File: src/rtl/core/lsd_pkg.sv
// lsd_pkg: shared types and constants of the lsb stego stream decoder
`timescale 1ns / 1ps
package lsd_pkg;

	// decode phases
	typedef enum logic [2:0] {
		PH_SKIP,
		PH_MAGIC,
		PH_EXTLEN,
		PH_EXT,
		PH_DATALEN,
		PH_DATA,
		PH_DONE
	} phase_t;

	// result kinds
	localparam logic [1:0] KIND_EXT  = 2'd0;
	localparam logic [1:0] KIND_DATA = 2'd1;
	localparam logic [1:0] KIND_NL   = 2'd2;
	localparam logic [1:0] KIND_BAD  = 2'd3;

	// configuration register indexes
	localparam logic [1:0] CFG_HEADER_SKIP  = 2'd0;
	localparam logic [1:0] CFG_MAGIC_VALUE  = 2'd1;
	localparam logic [1:0] CFG_MAGIC_LENGTH = 2'd2;

	localparam logic [15:0] LSD_SKIP_RESET      = 16'd54;
	localparam logic [63:0] LSD_MAGIC_RESET     = 64'd0;
	localparam logic [3:0]  LSD_MAGIC_LEN_RESET = 4'd2;
	localparam logic [3:0]  LSD_MAGIC_LEN_MAX   = 4'd8;
	localparam logic [7:0]  LSD_NEWLINE         = 8'h0A;

	// bit count at which a field completes (a 32-bit field wraps the 5-bit counter)
	localparam logic [4:0] FIELD_BYTE = 5'd8;
	localparam logic [4:0] FIELD_WORD = 5'd0;

	localparam int unsigned LSD_RESULT_DEPTH = 4;

	typedef struct packed {
		logic [7:0] data;
		logic [1:0] kind;
		logic       last;
	} result_t;

	// results produced by one decode step, second only together with the first
	typedef struct packed {
		logic    v0;
		logic    v1;
		result_t r0;
		result_t r1;
	} push_t;

endpackage

File: src/rtl/core/lsd_if.sv
// lsd_if: valid/ready channels for carrier bytes and decoded results
`timescale 1ns / 1ps
interface lsd_in_if;
	logic       valid;
	logic       ready;
	logic [7:0] carrier_byte;

	modport source(output valid, output carrier_byte, input ready);
	modport sink(input valid, input carrier_byte, output ready);
endinterface

interface lsd_out_if;
	logic       valid;
	logic       ready;
	logic [7:0] out_byte;
	logic [1:0] out_kind;
	logic       last;

	modport source(output valid, output out_byte, output out_kind, output last, input ready);
	modport sink(input valid, input out_byte, input out_kind, input last, output ready);
endinterface

File: src/rtl/core/lsb_stego_stream_decoder.sv
// lsb_stego_stream_decoder: recovers hidden fields from the carrier byte lsbs
//
//   channel  | dir | handshake     | payload
//   ---------+-----+---------------+------------------------------
//   carrier  | in  | valid / ready | carrier_byte[7:0]
//   result   | out | valid / ready | out_byte[7:0] out_kind[1:0] last
//   cfg      | in  | cfg_we        | cfg_index[1:0] cfg_data[63:0]
//
// one carrier byte per cycle: the lsb is held in an input register and the
// decode step then updates counters and the shift register from it.
// results go into a small queue that feeds the result channel; the step
// waits only while the queue has fewer than two free entries.
// reset returns to header skip with default registers; no clearing pass.
`timescale 1ns / 1ps
module lsb_stego_stream_decoder #(
	parameter int unsigned RESULT_DEPTH = lsd_pkg::LSD_RESULT_DEPTH
) (
	input  logic        clk,
	input  logic        arst_n,
	input  logic        cfg_we,
	input  logic [1:0]  cfg_index,
	input  logic [63:0] cfg_data,
	lsd_in_if.sink      carrier,
	lsd_out_if.source   result
);
	import lsd_pkg::*;

	// configuration
	logic [15:0] header_skip_q;
	logic [63:0] magic_value_q;
	logic [3:0]  magic_length_q;

	// decode state
	phase_t      phase_q, phase_d;
	logic [15:0] skip_cnt_q, skip_cnt_d;
	logic [4:0]  bit_cnt_q, bit_cnt_d;
	logic [31:0] shift_q, shift_d;
	logic [31:0] item_cnt_q, item_cnt_d;
	logic        magic_ok_q, magic_ok_d;
	logic [31:0] ext_len_q, ext_len_d;
	logic [31:0] pay_cnt_q, pay_cnt_d;

	// input register
	logic        bit_s1;
	logic        valid_s1;

	logic        room, step, skipping, field_done, magic_blocked, magic_end;
	logic        ext_end, data_end, magic_ok_nx;
	phase_t      eff_phase;
	logic [31:0] shift_nx, item_inc, pay_cnt_nx;
	logic [4:0]  cnt_inc, need;
	logic [3:0]  len_eff, expect_idx;
	logic [7:0]  expect_byte;
	push_t       push;
	result_t     head;
	logic        head_valid;

	assign step            = valid_s1 && room;
	assign carrier.ready   = !valid_s1 || room;

	always_ff @(posedge clk or negedge arst_n) begin
		if (!arst_n) begin
			valid_s1 <= 1'b0;
		end else if (carrier.ready) begin
			valid_s1 <= carrier.valid;
		end
	end

	always_ff @(posedge clk) begin
		if (carrier.ready && carrier.valid) begin
			bit_s1 <= carrier.carrier_byte[0];
		end
	end

	always_ff @(posedge clk or negedge arst_n) begin
		if (!arst_n) begin
			header_skip_q  <= LSD_SKIP_RESET;
			magic_value_q  <= LSD_MAGIC_RESET;
			magic_length_q <= LSD_MAGIC_LEN_RESET;
		end else if (cfg_we) begin
			unique case (cfg_index)
				CFG_HEADER_SKIP:  header_skip_q  <= cfg_data[15:0];
				CFG_MAGIC_VALUE:  magic_value_q  <= cfg_data;
				CFG_MAGIC_LENGTH: magic_length_q <= cfg_data[3:0];
				default: ;
			endcase
		end
	end

	// shared step terms
	assign skipping  = (phase_q == PH_SKIP) && (skip_cnt_q < header_skip_q);
	assign eff_phase = (phase_q == PH_SKIP) ? PH_MAGIC : phase_q;
	assign shift_nx  = {shift_q[30:0], bit_s1};
	assign cnt_inc   = bit_cnt_q + 5'd1;
	assign item_inc  = item_cnt_q + 32'd1;

	always_comb begin
		case (eff_phase)
			PH_MAGIC, PH_EXT, PH_DATA: need = FIELD_BYTE;
			default:                   need = FIELD_WORD;
		endcase
	end
	assign field_done = (cnt_inc == need);

	// out-of-range signature length is clamped to 1..8
	assign len_eff = (magic_length_q == 4'd0) ? 4'd1 :
		(magic_length_q > LSD_MAGIC_LEN_MAX) ? LSD_MAGIC_LEN_MAX : magic_length_q;
	assign magic_blocked = (item_cnt_q >= {28'd0, len_eff});
	assign expect_idx    = len_eff - 4'd1 - item_cnt_q[3:0];
	assign expect_byte   = magic_value_q[{expect_idx[2:0], 3'b000} +: 8];
	assign magic_ok_nx   = magic_ok_q && !(field_done && (shift_nx[7:0] != expect_byte));
	assign magic_end     = !magic_blocked && field_done && (item_inc >= {28'd0, len_eff});

	assign pay_cnt_nx = (shift_nx == 32'd0) ? 32'd0 : shift_nx - 32'd1;
	assign ext_end    = item_inc >= ext_len_q;
	assign data_end   = item_inc >= pay_cnt_q;

	// next state
	always_comb begin
		phase_d    = phase_q;
		skip_cnt_d = skip_cnt_q;
		bit_cnt_d  = bit_cnt_q;
		shift_d    = shift_q;
		item_cnt_d = item_cnt_q;
		magic_ok_d = magic_ok_q;
		ext_len_d  = ext_len_q;
		pay_cnt_d  = pay_cnt_q;
		if (step) begin
			if (skipping) begin
				skip_cnt_d = skip_cnt_q + 16'd1;
			end else begin
				phase_d = eff_phase;
				unique case (eff_phase)
					PH_MAGIC: begin
						if (!magic_blocked) begin
							bit_cnt_d = field_done ? 5'd0 : cnt_inc;
							shift_d   = field_done ? 32'd0 : shift_nx;
							if (field_done) begin
								item_cnt_d = item_inc;
								magic_ok_d = magic_ok_nx;
							end
							if (magic_end) begin
								item_cnt_d = '0;
								phase_d    = magic_ok_nx ? PH_EXTLEN : PH_DONE;
							end
						end
					end
					PH_EXTLEN: begin
						bit_cnt_d = field_done ? 5'd0 : cnt_inc;
						shift_d   = field_done ? 32'd0 : shift_nx;
						if (field_done) begin
							ext_len_d  = shift_nx;
							item_cnt_d = '0;
							phase_d    = (shift_nx == 32'd0) ? PH_DATALEN : PH_EXT;
						end
					end
					PH_EXT: begin
						bit_cnt_d = field_done ? 5'd0 : cnt_inc;
						shift_d   = field_done ? 32'd0 : shift_nx;
						if (field_done) begin
							item_cnt_d = ext_end ? 32'd0 : item_inc;
							if (ext_end) begin
								phase_d = PH_DATALEN;
							end
						end
					end
					PH_DATALEN: begin
						bit_cnt_d = field_done ? 5'd0 : cnt_inc;
						shift_d   = field_done ? 32'd0 : shift_nx;
						if (field_done) begin
							pay_cnt_d  = pay_cnt_nx;
							item_cnt_d = '0;
							phase_d    = (pay_cnt_nx == 32'd0) ? PH_DONE : PH_DATA;
						end
					end
					PH_DATA: begin
						bit_cnt_d = field_done ? 5'd0 : cnt_inc;
						shift_d   = field_done ? 32'd0 : shift_nx;
						if (field_done) begin
							item_cnt_d = item_inc;
							if (data_end) begin
								phase_d = PH_DONE;
							end
						end
					end
					default: ;
				endcase
			end
		end
	end

	// results of this step
	always_comb begin
		push    = '0;
		push.r0 = '{data: shift_nx[7:0], kind: KIND_EXT, last: 1'b0};
		push.r1 = '{data: LSD_NEWLINE, kind: KIND_NL, last: 1'b1};
		if (step && !skipping) begin
			unique case (eff_phase)
				PH_MAGIC: begin
					if (magic_end && !magic_ok_nx) begin
						push.v0 = 1'b1;
						push.r0 = '{data: 8'd0, kind: KIND_BAD, last: 1'b1};
					end
				end
				PH_EXT: begin
					push.v0 = field_done;
				end
				PH_DATALEN: begin
					if (field_done && (pay_cnt_nx == 32'd0)) begin
						push.v0 = 1'b1;
						push.r0 = '{data: LSD_NEWLINE, kind: KIND_NL, last: 1'b1};
					end
				end
				PH_DATA: begin
					push.v0      = field_done;
					push.r0.kind = KIND_DATA;
					push.v1      = field_done && data_end;
				end
				default: ;
			endcase
		end
	end

	always_ff @(posedge clk or negedge arst_n) begin
		if (!arst_n) begin
			phase_q    <= PH_SKIP;
			skip_cnt_q <= '0;
			bit_cnt_q  <= '0;
			shift_q    <= '0;
			item_cnt_q <= '0;
			magic_ok_q <= 1'b1;
			ext_len_q  <= '0;
			pay_cnt_q  <= '0;
		end else begin
			phase_q    <= phase_d;
			skip_cnt_q <= skip_cnt_d;
			bit_cnt_q  <= bit_cnt_d;
			shift_q    <= shift_d;
			item_cnt_q <= item_cnt_d;
			magic_ok_q <= magic_ok_d;
			ext_len_q  <= ext_len_d;
			pay_cnt_q  <= pay_cnt_d;
		end
	end

	lsd_result_fifo #(
		.DEPTH(RESULT_DEPTH)
	) u_fifo (
		.clk        (clk),
		.arst_n     (arst_n),
		.push       (push),
		.pop        (result.ready),
		.head       (head),
		.head_valid (head_valid),
		.room       (room)
	);

	assign result.valid    = head_valid;
	assign result.out_byte = head.data;
	assign result.out_kind = head.kind;
	assign result.last     = head.last;

endmodule

File: src/rtl/core/lsd_result_fifo.sv
// lsd_result_fifo: small result queue taking up to two results per cycle
`timescale 1ns / 1ps
module lsd_result_fifo #(
	parameter int unsigned DEPTH = lsd_pkg::LSD_RESULT_DEPTH
) (
	input  logic             clk,
	input  logic             arst_n,
	input  lsd_pkg::push_t   push,
	input  logic             pop,
	output lsd_pkg::result_t head,
	output logic             head_valid,
	output logic             room
);
	import lsd_pkg::*;

	localparam int unsigned PW = (DEPTH > 1) ? $clog2(DEPTH) : 1;
	localparam int unsigned CW = $clog2(DEPTH + 1);
	localparam logic [PW-1:0] LAST_IDX = PW'(DEPTH - 1);
	localparam logic [CW-1:0] ROOM_MAX = CW'(DEPTH - 2);

	result_t         mem_q [DEPTH];
	logic [PW-1:0]   wr_ptr_q, rd_ptr_q;
	logic [CW-1:0]   count_q;
	logic [PW-1:0]   wr_next1, wr_next2;
	logic            do_pop;
	logic [CW-1:0]   n_push;

	function automatic logic [PW-1:0] ptr_inc(input logic [PW-1:0] p);
		return (p == LAST_IDX) ? '0 : p + 1'b1;
	endfunction

	assign wr_next1   = ptr_inc(wr_ptr_q);
	assign wr_next2   = ptr_inc(wr_next1);
	assign head_valid = (count_q != '0);
	assign head       = mem_q[rd_ptr_q];
	assign do_pop     = pop && head_valid;
	assign room       = (count_q <= ROOM_MAX);
	assign n_push     = CW'(push.v0) + CW'(push.v1);

	always_ff @(posedge clk) begin
		if (push.v0) begin
			mem_q[wr_ptr_q] <= push.r0;
		end
		if (push.v1) begin
			mem_q[wr_next1] <= push.r1;
		end
	end

	always_ff @(posedge clk or negedge arst_n) begin
		if (!arst_n) begin
			wr_ptr_q <= '0;
			rd_ptr_q <= '0;
			count_q  <= '0;
		end else begin
			if (push.v1) begin
				wr_ptr_q <= wr_next2;
			end else if (push.v0) begin
				wr_ptr_q <= wr_next1;
			end
			if (do_pop) begin
				rd_ptr_q <= ptr_inc(rd_ptr_q);
			end
			count_q <= count_q + n_push - CW'(do_pop);
		end
	end

endmodule
File: src/flat_wrapper.sv
// flat-port wrapper written by rule: the top's interface ports become plain ports
module lsb_stego_stream_decoder_flat import lsd_pkg::*;
#(
	parameter int unsigned RESULT_DEPTH = lsd_pkg::LSD_RESULT_DEPTH
)
  (clk, arst_n, cfg_we, cfg_index, cfg_data, carrier_valid, carrier_carrier_byte, carrier_ready, result_valid, result_out_byte, result_out_kind, result_last, result_ready);
  lsd_in_if carrier_i ();
  lsd_out_if result_i ();
  input  logic clk;
  input  logic arst_n;
  input  logic cfg_we;
  input  logic [1:0] cfg_index;
  input  logic [63:0] cfg_data;
  input wire logic [$bits(carrier_i.valid)-1:0] carrier_valid;
  input wire logic [$bits(carrier_i.carrier_byte)-1:0] carrier_carrier_byte;
  output wire logic [$bits(carrier_i.ready)-1:0] carrier_ready;
  output wire logic [$bits(result_i.valid)-1:0] result_valid;
  output wire logic [$bits(result_i.out_byte)-1:0] result_out_byte;
  output wire logic [$bits(result_i.out_kind)-1:0] result_out_kind;
  output wire logic [$bits(result_i.last)-1:0] result_last;
  input wire logic [$bits(result_i.ready)-1:0] result_ready;
  assign carrier_i.valid = carrier_valid;
  assign carrier_i.carrier_byte = carrier_carrier_byte;
  assign carrier_ready = carrier_i.ready;
  assign result_valid = result_i.valid;
  assign result_out_byte = result_i.out_byte;
  assign result_out_kind = result_i.out_kind;
  assign result_last = result_i.last;
  assign result_i.ready = result_ready;
  lsb_stego_stream_decoder #(.RESULT_DEPTH(RESULT_DEPTH)) u_core (.clk(clk), .arst_n(arst_n), .cfg_we(cfg_we), .cfg_index(cfg_index), .cfg_data(cfg_data), .carrier(carrier_i), .result(result_i));
endmodule
File: config.mk
export PLATFORM = sky130hd
export DESIGN_NAME = lsb_stego_stream_decoder_flat
export DESIGN_NICKNAME = d
export VERILOG_FILES = /design/src/rtl/core/lsd_pkg.sv /design/src/rtl/core/lsd_if.sv /design/src/rtl/core/lsb_stego_stream_decoder.sv /design/src/rtl/core/lsd_result_fifo.sv /design/src/flat_wrapper.sv
export SDC_FILE = /design/constraint.sdc
export NUM_CORES = 1
export LEC_CHECK = 0
export ABC_AREA = 1
export BUFFER_PORTS_ARGS = -buffer_cell sky130_fd_sc_hd__buf_4
export CORE_AREA = 10 10 212 214
export CTS_CLUSTER_SIZE = 24
export DETAILED_ROUTE_END_ITERATION = 8
export DIE_AREA = 0 0 222 224
export PLACE_DENSITY = 0.63
export SLEW_MARGIN = 10
export SYNTH_ARGS = -nofsm -noshare
export SYNTH_HDL_FRONTEND = slang
export SYNTH_SLANG_ARGS = --single-unit
File: constraint.sdc
create_clock -name clk -period 5 [get_ports clk]
set_input_delay 0.25 -clock clk [delete_from_list [all_inputs] [get_ports clk]]
set_output_delay 0.25 -clock clk [all_outputs]
set_load 0.005 [all_outputs]
# Yosys cells after proc, flatten, opt, wreduce, memory -nomap -nowiden
# Memories as Yosys holds them, arrays and structs flattened.
# Index checks and enable logic that the tools add are counted.
# op_classes
n_mux	49
eq_ne	15
addsub	12
bitwise	2
order_cmp	7
n_reduce_logical	41
shift	1
# ops
cell	n
2-to-1 mux 32 bit	7
case mux 32 bit (4 select lines)	1
greater-or-equal comparator 32 bit	2
greater-or-equal comparator 32 x 4 -> 1 bit	2
zero test 32 bit	2
variable part select 64 x 7 -> 8 bit	1
2-to-1 mux 31 bit	2
case mux 31 bit (2 select lines)	1
2-to-1 mux 3 bit	11
adder 32 x 1 -> 32 bit, second input constant	1
subtractor 32 x 1 -> 32 bit, second input constant	1
2-to-1 mux 11 bit	2
adder 16 x 1 -> 16 bit, second input constant	1
< comparator 16 bit	1
case mux 8 bit (2 select lines)	1
case mux 3 bit (5 select lines)	1
2-to-1 mux 13 bit	1
logical AND 1 bit	12
2-to-1 mux 2 bit	6
2-to-1 mux 4 bit	3
AND reduction 4 bit	3
2-to-1 mux 5 bit	2
case mux 5 bit (2 select lines)	1
AND reduction 2 bit	5
36 further kinds	57
# totals
word_cells	144
output_inout_bits	13
n_memories	1
register_bits	245
ramBits	44
# memory_table
memory	words	word_bits	read_ports	rd_ports_with_merged_regs	wr	line	text
u_core.u_fifo.mem_q	4	11	1	0	2	lsd_result_fifo.sv:21	result_t mem_q [DEPTH];

# Logic depth before layout (Yosys ltp)
# Gate-level depths: netlist of the first run.
# depth
depth_word	18
mapped_depth	27
ltp_nobuf	26

# Modules after synthesis
# Synthesis of the first run repeated with hierarchy kept, for this count alone.
# unflattened
cells_unflattened	2493
area_unflattened_um2	18611.6
# modules_own_cells
module	seq_area_each_um2	instances	cells_per_inst	area_per_inst_um2
lsb_stego_stream_decoder	5968.2	1	2212	15932.8
lsd_result_fifo	1496.4	1	281	2678.8

# Worst setup path before layout of the first run
# OpenSTA, ideal clock, no wires.
# synth_timing
path_kind	register to register
start	register u_core.item_cnt_q[0]
end	register u_core.u_fifo.count_q[2]
stages_incl_launch_ff	24
setup_slack_ns	0.854
required_time_ns	4.877
t_arrival_ns	4.024
path_buffers	0
period_less_slack_ns	4.146
path_cell_list	dfrtp_1 -> ha_1 -> nand3_1 -> inv_1 -> nand2_1 -> nor2_1 -> nand2_1 -> nand2_1 -> nand2_1 -> ha_1 -> nand3_1 -> nor3_1 -> nand3_1 -> nor4_1 -> nand4_1 -> nand3_1 -> nand3_1 -> nor2_1 -> inv_1 -> ha_1 -> inv_1 -> fa_1 -> fa_1 -> xnor2_1
# synth_between
elab_chain_len	14
elab_cells_between_ends	23
cone_classes	add/sub (5); order compare (3); eq/ne (1); shift (1); mux (4); reduce/logical (9)
# synth_rtl
item	line	text
start: declaration	lsb_stego_stream_decoder.sv:38	logic [31:0] item_cnt_q, item_cnt_d;
start signal: assignment	lsb_stego_stream_decoder.sv:239	item_cnt_q <= item_cnt_d;
branches (longest 10 deep; another with adder 32 x 1 -> 32 bit)	--	
2-to-1 mux 13 bit *	lsb_stego_stream_decoder.sv:197	if (step && !skipping) begin
adder 1 x 1 -> 2 bit *	lsd_result_fifo.sv:38	assign n_push = CW'(push.v0) + CW'(push.v1);
adder 3 x 2 -> 3 bit *	lsd_result_fifo.sv:63	count_q <= count_q + n_push - CW'(do_pop);
subtractor 3 x 1 -> 3 bit *	lsd_result_fifo.sv:63	
end signal: assignment	lsd_result_fifo.sv:63	
end: declaration	lsd_result_fifo.sv:23	logic [CW-1:0] count_q;
# Every way passes the cells marked *.
# A chain may end at the register's enable or synchronous reset.

# Worst setup path in the final report of the first run
# layout_timing
start	register u_core.item_cnt_q[1]
end	register u_core.u_fifo.count_q[2]
# Same word-level chain as after synthesis.

==> run metrics, run 1 <==
max incr delay on CP=0.44 ns; Mapped Avg Cell Area=7.15 µm²; largest net degree at the start of global routing=165; critical path required time=5.43 ns; ratio of routed vias to standard cells=5.19; vias=16661; DRC violation total after the first TritonRoute iteration=1288; root buf cell=clkbuf_16; aggregate negative setup slack=0 ns; worst ir drop on vdd=0.248 mV; startpoint of the most critical register-to-register path=u_core.item_cnt_q[1]$_DFFE_PN0P_; count of nets after finishing=2832; total design power=8.30 mW; number of enable-type register cells in the synthesized netlist=1; final-report setup violation count=0; reported leakage power=10.8 nW; horizontal extent of the die=222 µm; top_reg_cell synth=dfrtp_1; worst setup path end=u_core.u_fifo.count_q[2]$_DFF_PN0_; Async S/R FF share, synth=0.844; setup slack on the worst flop-to-flop path=0.44 ns; dpl hpwl=38500 µm; area used by sequential logic in the layout=7030 µm²; final-report hold violation count=0; Core Footprint=40600 µm²; Sink Count=289; worst max-slew margin expressed relative to the limit=0.313; number of fill cells=3977; wire length of the first global-routing pass=87200 µm; floorplan row count=74; antenna violations before repair=1; setup repair after global routing missed its margin=no; deepest clock path buffer count=3; synthesis-stage register bit count=289; Worst-Skew Late Latency=0.55 ns; Yosys Warn Count=0; setup slack after layout=0.443 ns; final critical delay including setup and external delays=4.56 ns; DR WL/cell=16.6 µm; via count of the first global-routing pass=16446; total count of max-transition violations in the final report=0; worst path cell trace=ha_2 -> nand3_1 -> inv_1 -> nand2_1 -> nor2_2 -> nand2_1 -> nand2_1 -> nand2_1 -> ha_1 -> nand3_1 -> nor3_1 -> nand3_1 -> nor4_2 -> buf_4 -> nand4_1 -> nand3_1 -> nand3_1 -> nor2_2 -> inv_1 -> ha_1 -> inv_1 -> fa_1 -> fa_1 -> xnor2_1; most common library cell in the layout ignoring fill and taps=nand2_1; arrival time at the worst endpoint=4.99 ns; register area share after synthesis=0.389; period utilization=0.911; net count of the mapped netlist=2708; element type at the critical path start=flop; initial core utilization=0.445; global-route track usage on met1=0.279; total grt overflow=0; Detail Route Antenna Nets=0; hold crit path type=in -> reg; R2R depth=24; Area Growth Syn to Fin=16.3%; setup slack after placement=0.228 ns; number of remaining DRC errors=0; count of distinct cell types in the synthesized netlist=51; count of max-cap constraint violations=0; H-tree levels=2; Max Freq=219 MHz; class of the most critical setup path=reg -> reg; quantity of I/O buffers inserted on ports=84; transition time at the pin with the least slew margin=1.03 ns; power density over cell area=395 nW/µm²; routing usage on met3=0.0281; instance count of the mapped netlist=2525; crit path capture type=flop; placer's final routability congestion estimate=0.950; slowest library cell on the worst path=dfrtp_2; met2 Use GR=0.357; beginning of the critical path=u_core.item_cnt_q[1]$_DFFE_PN0P_; Final Skew=0.0123 ns; outcome=finished, final reports clean; footprint of the multi-input gates=9340 µm²; Worst path most repeated cell=nand3_1; worst r2r dst=u_core.u_fifo.count_q[2]$_DFF_PN0_; count of buffers added by post-CTS timing repair for setup=0; Worst Path Max Fanout=6; Post-Route WL=53200 µm; CTS tree=done; DRT Pass-1 Iters=5; die span in y=224 µm; area of the die=49700 µm²; GRT Overall Usage=0.212; layout cell share with drive strength beyond 1=0.0991; CTS clk-pin slew, worst paths=0.06 ns; I/O pin cnt=92; post-synthesis instance area=18100 µm²; busiest layer in global routing=met2; Num CTS Buffers=35; commonest cells after routing, fill and taps aside=nand2_1, inv_1, o21ai_0
-- cell usage after synthesis (14+ instances only) --
| library cell | number | area (µm²) |
|---|---|---|
| nand2_1 | 697 | 2620 |
| inv_1 | 339 | 1270 |
| o21ai_0 | 263 | 1320 |
| nor2_1 | 239 | 897 |
| dfrtp_1 | 238 | 5960 |
| nand3_1 | 174 | 871 |
| a21oi_1 | 101 | 505 |
| ha_1 | 101 | 1260 |
| clkbuf_1 | 61 | 229 |
| dfxtp_1 | 44 | 881 |
| nand4_1 | 25 | 156 |
| xor2_1 | 25 | 219 |
| nor3_1 | 24 | 120 |
| mux2_2 | 23 | 259 |
| a22oi_1 | 16 | 120 |
| nor2_2 | 14 | 87.6 |
-- critical path, delay by kind of cell, from the launching register on --
family / cells / cell delay [ns]
buf+inv: 4 / 0.45
flops: 1 / 0.44
simple gates: 14 / 1.79
xor+xnor: 1 / 0.13
fa+ha+maj: 5 / 1.63
-- registers in the layout, summed over array words and instances, names as in the netlist --
| signal | flops |
|---|---|
| u_core.header_skip_q | 16 |
| u_core.bit_cnt_q | 5 |
| u_core.ext_len_q | 32 |
| u_core.magic_ok_q | 1 |
| u_core.u_fifo.mem_q | 44 |
| u_core.phase_q | 3 |
| u_core.bit_s1 | 1 |
| u_core.u_fifo.count_q | 3 |
| u_core.magic_value_q | 64 |
| u_core.u_fifo.wr_ptr_q | 2 |
| u_core.valid_s1 | 1 |
| u_core.item_cnt_q | 32 |
| u_core.pay_cnt_q | 32 |
| u_core.shift_q | 31 |
| u_core.u_fifo.rd_ptr_q | 2 |
| u_core.magic_length_q | 4 |
| u_core.skip_cnt_q | 16 |
-- cell type report --
cell class | count | area share
flip-flops and latches | 289 | 0.335
clock inverters | 14 | 0.00763
inverters | 348 | 0.0622
repair buffers | 175 | 0.0709
diodes | 1 | 0.000119
clock buffers | 49 | 0.0481
multi-input cells | 1800 | 0.445
well taps | 532 | 0.0317
-- through the flow --
stage               cells   util  hold slack [ns]  instance area, µm²
floorplan            2525      -          -0.0456               18100
global placement     3082  0.473            0.265               19200
detailed placement   3082  0.473            0.271               19200
CTS                  3207  0.517          0.00814               21000
global route         3208  0.518           0.0225               21000
finish               3208  0.518           0.0262               21000
-- layer usage --
layer	wire length (µm)	vias up	part of all wire
li1	-	8337	-
met1	23900	7847	0.45
met2	25100	405	0.47
met3	2940	72	0.055
met4	1230	0	0.023
met5	0	-	0
-- repair_timing --
| action | CTS | global route |
|---|---|---|
| gates resized for setup | 0 | 11 |
| setup endpoints to repair | 0 | 2 |
| hold endpoints to repair | 147 | 0 |
| hold buffers | 62 | 0 |
-- logic make-up (layout without fill, tap and decap cells) --
group | Yosys count | count (layout) | synth area share
muxes | 23 | 23 | 0.0143
buffers and inverters | 436 | 586 | 0.0961
AOI/OAI and AO/OA | 421 | 421 | 0.123
other | 0 | 1 | 0
adders and majority gates | 104 | 104 | 0.0733
xor gates and xnor gates | 37 | 37 | 0.0180
DFF | 289 | 289 | 0.389
and+or+nand+nor | 1215 | 1215 | 0.286
-- worst min-delay path by stage --
stage	end	startpoint	cells after the start	slack, ns
2_1_floorplan	u_core.bit_cnt_q[0]$_DFFE_PN0P_	arst_n	0	-0.05
3_3_place_gp	u_core.item_cnt_q[28]$_DFFE_PN0P_	arst_n	1	0.27
3_5_place_dp	u_core.item_cnt_q[28]$_DFFE_PN0P_	arst_n	1	0.27
4_1_cts	u_core.magic_value_q[9]$_DFFE_PN0P_	cfg_data[9]	3	0.008
5_1_grt	u_core.magic_value_q[9]$_DFFE_PN0P_	cfg_data[9]	3	0.02
6_report	u_core.header_skip_q[9]$_DFFE_PN0P_	cfg_data[9]	3	0.03
-- power by group --
part | internal (mW) | switching (mW) | total [mW]
Combinational | 0.922 | 1.97 | 2.89
Clock | 1.57 | 1.05 | 2.62
Sequential | 2.57 | 0.226 | 2.79
Total | 5.06 | 3.25 | 8.30
No activity file was read; power rests on OpenSTA's default activity.
==> run 2, diff against run 1 <==
--- a/config.mk
+++ b/config.mk
@@ -8,6 +8,7 @@
 export ABC_AREA = 1
 export BUFFER_PORTS_ARGS = -buffer_cell sky130_fd_sc_hd__buf_4
 export CORE_AREA = 10 10 212 214
+export CTS_BUF_LIST = sky130_fd_sc_hd__clkbuf_8
 export CTS_CLUSTER_SIZE = 24
 export DETAILED_ROUTE_END_ITERATION = 8
 export DIE_AREA = 0 0 222 224
==> run 2 against run 1 <==
Against the previous run: count of clock-buffer cells in the layout grew 27; critical path depth is the same; worst hold slack gained 0.062 ns; via count grew 0.88%; non-clock buffer count grew 5; clock skew grew 0.0099 ns; utilization grew 0.23 points; power shrank 0.81%; wire length grew 0.62%; sequential share of layout area shrank 0.14 points; register-to-register slack is essentially flat; critical endpoint unchanged; largest power group unchanged.
==> run metrics, run 2 (synthesis gave the netlist of run 1 again) <==
outcome=finished, final reports clean; Worst path most repeated cell=nand3_1; number of remaining DRC errors=0 (unchanged); setup slack after layout=0.437 ns (-0.00673 ns); count of max-cap constraint violations=0 (unchanged); layout cell share with drive strength beyond 1=0.109 (+0.0102); floorplan row count=74 (unchanged); DR WL/cell=16.5 µm (-0.68%); root buf cell=clkbuf_8; vias=16808 (+0.88%); period utilization=0.913 (+0.00135); Core Footprint=40600 µm² (unchanged); count of buffers added by post-CTS timing repair for setup=0 (unchanged); share of total power in the clock network=0.308 (-0.008); internal power=4.94 mW (-2.3%); power density over cell area=390 nW/µm² (-1.2%); setup slack on the worst flop-to-flop path=0.44 ns (about the same); DRT Pass-1 Iters=5 (unchanged); hold crit path type=in -> reg; I/O pin cnt=92 (unchanged); transition time at the pin with the least slew margin=1.03 ns (+0.000776 ns); Post-Route WL=53500 µm (+0.62%); antenna violations before repair=1 (unchanged); area of the die=49700 µm² (unchanged); Worst Path Max Fanout=6 (unchanged); arrival time at the worst endpoint=5.10 ns (+0.11 ns); DRC violation total after the first TritonRoute iteration=1332 (+3.4%); crit path capture type=flop; registers with the most flip-flops=u_core.magic_value_q (64), u_core.u_fifo.mem_q (44); Metal-1 WL=24300 µm (+1.8%); top routing layer used=met4; Worst-Skew Late Latency=0.65 ns (+0.10 ns); largest net degree at the start of global routing=165 (unchanged); setup repair after global routing missed its margin=no; deepest clock path buffer count=3 (unchanged); final-report setup violation count=0 (unchanged); portion of total power attributed to combinational logic=0.352 (+0.004); switching power total=3.29 mW (+1.5%); dpl hpwl=38500 µm (unchanged); wire length of the first global-routing pass=87200 µm (about the same); final critical delay including setup and external delays=4.56 ns (+0.00673 ns); via count of the first global-routing pass=16591 (+0.88%); count of nets after finishing=2855 (+0.81%); horizontal extent of the die=222 µm (unchanged); die span in y=224 µm (unchanged); max incr delay on CP=0.44 ns (about the same); setup slack after placement=0.228 ns (unchanged); total count of max-transition violations in the final report=0 (unchanged); quantity of I/O buffers inserted on ports=84 (unchanged); sum of buffers and inverters on the critical path=4 (unchanged); Detail Route Antenna Nets=0 (unchanged); metal2 WL=25100 µm (-0.15%); final-report hold violation count=0 (unchanged); GRT Overall Usage=0.212 (about the same); routed wire length on met3=2830 µm (-3.8%); sw frac=0.400 (+0.00900); worst path cell trace=ha_2 -> nand3_1 -> inv_1 -> nand2_1 -> nor2_2 -> nand2_1 -> nand2_1 -> nand2_1 -> ha_1 -> nand3_1 -> nor3_1 -> nand3_1 -> nor4_2 -> buf_4 -> nand4_1 -> nand3_1 -> nand3_1 -> nor2_2 -> inv_1 -> ha_1 -> inv_1 -> fa_1 -> fa_1 -> xnor2_1; Hold Slack=0.0878 ns (+0.0616 ns); Reg with most FFs=u_core.magic_value_q; most common library cell in the layout ignoring fill and taps=nand2_1; CTS clk-pin slew, worst paths=0.06 ns (about the same); CTS tree=done; core utilization of the finished layout=0.520 (+0.00225); slowest library cell on the worst path=dfrtp_2; sequential share of power=0.339 (+0.003); worst max-slew margin expressed relative to the limit=0.312 (-0.000517); number of fill cells=3986 (+0.23%); Max Freq=219 MHz (-0.15%); Area Growth Syn to Fin=16.8%; element type at the critical path start=flop; ratio of routed vias to standard cells=5.17 (-0.42%); placer's final routability congestion estimate=0.950 (unchanged); H-tree levels=2 (unchanged); total grt overflow=0 (unchanged); Final Skew=0.0222 ns (+0.00991 ns); aggregate negative setup slack=0 ns (unchanged); initial core utilization=0.445 (unchanged); Num CTS Buffers=53 (+51%); number of flip-flops in the largest register=64 (unchanged); Sink Count=289 (unchanged); worst ir drop on vdd=0.284 mV (+15%); reported leakage power=10.9 nW (+1.2%); commonest cells after routing, fill and taps aside=nand2_1, inv_1, o21ai_0; cell family with the largest share of critical-path delay=simple AND/OR/NAND/NOR gates; critical path required time=5.53 ns (+0.10 ns); class of the most critical setup path=reg -> reg
==> run 2: cell count changes in the layout (fill, tap and decap cells not counted) <==
cell           previous run  this run
inv_1                   339       353
clkbuf_1                  7         0
clkinv_2                  6         5
clkbuf_8                  6        76
clkbuf_16                36         0
dlygate4sd3_1            62        67
bufinv_16                 3         2
clkinv_8                  1         0
clkinv_1                  3         1
inv_8                     0         1
==> run 2: power by group through the flow <==
stage / clock, mW / sequential (mW) / combinational (mW)
6_report: 2.54 / 2.79 / 2.90
5_1_grt: 2.70 / 2.83 / 3.25
2_1_floorplan: 0 / 2.72 / 2.04
3_5_place_dp: 0 / 2.83 / 2.83
3_3_place_gp: 0 / 2.82 / 2.78
4_1_cts: 2.61 / 2.79 / 2.89
==> run 2: metrics by stage <==
step / area (µm²) / total power [mW] / cells
finish: 21100 / 8.23 / 3250
global placement: 19200 / 5.61 / 3082
floorplan: 18100 / 4.75 / 2525
CTS: 21100 / 8.28 / 3249
detailed placement: 19200 / 5.66 / 3082
global route: 21100 / 8.78 / 3250
==> run 2: layout make-up <==
cell class	count	area, µm²	share of cell area
tap	532	666	0.0316
clock buffer	76	1050	0.0496
antenna	1	2.50	0.000119
multi-input combinational	1800	9340	0.443
sequential	289	7030	0.333
timing repair buffer	180	1540	0.0730
clock inverter	24	165	0.00783
inverter	348	1310	0.0619
==> run 2: path summary, 6_finish.rpt <==
kind	start	end	cells after the start
min in group asynchronous	arst_n	u_core.item_cnt_q[18]$_DFFE_PN0P_	2
hold / removal	cfg_we	u_core.magic_length_q[1]$_DFFE_PN1P_	4
max in group asynchronous	arst_n	u_core.magic_value_q[53]$_DFFE_PN0P_	3
setup / recovery	u_core.item_cnt_q[1]$_DFFE_PN0P_	u_core.u_fifo.count_q[2]$_DFF_PN0_	24
setup reg to reg	u_core.item_cnt_q[1]$_DFFE_PN0P_	u_core.u_fifo.count_q[2]$_DFF_PN0_	24
hold reg to reg	u_core.u_fifo.mem_q[1][2]$_SDFFE_PP1P_	u_core.u_fifo.mem_q[1][2]$_SDFFE_PP1P_	2
==> run 2: worst reg2reg max path, stage by stage, from the launching register on <==
cell     delay (ns)
dfrtp_2        0.44
ha_2           0.24
nand3_1        0.13
inv_1          0.14
nand2_1        0.13
nor2_2         0.19
nand2_1        0.07
nand2_1        0.08
nand2_1        0.12
ha_1           0.32
nand3_1        0.09
nor3_1         0.14
nand3_1        0.13
nor4_2         0.16
buf_4          0.18
nand4_1        0.07
nand3_1        0.17
nand3_1        0.15
nor2_2         0.17
inv_1          0.09
ha_1           0.28
inv_1          0.05
fa_1           0.40
fa_1           0.39
xnor2_1        0.13
==> run 2: what timing repair did <==
item / CTS / global route
setup endpoints to repair: 0 / 2
gates resized for setup: 0 / 11
hold buffers: 67 / 0
hold endpoints to repair: 167 / 0
==> run 2: layer usage <==
metal	track usage	up-vias
li1	-	8390
met4	0.0663	0
met5	0	-
met3	0.0318	80
met2	0.356	424
met1	0.277	7914
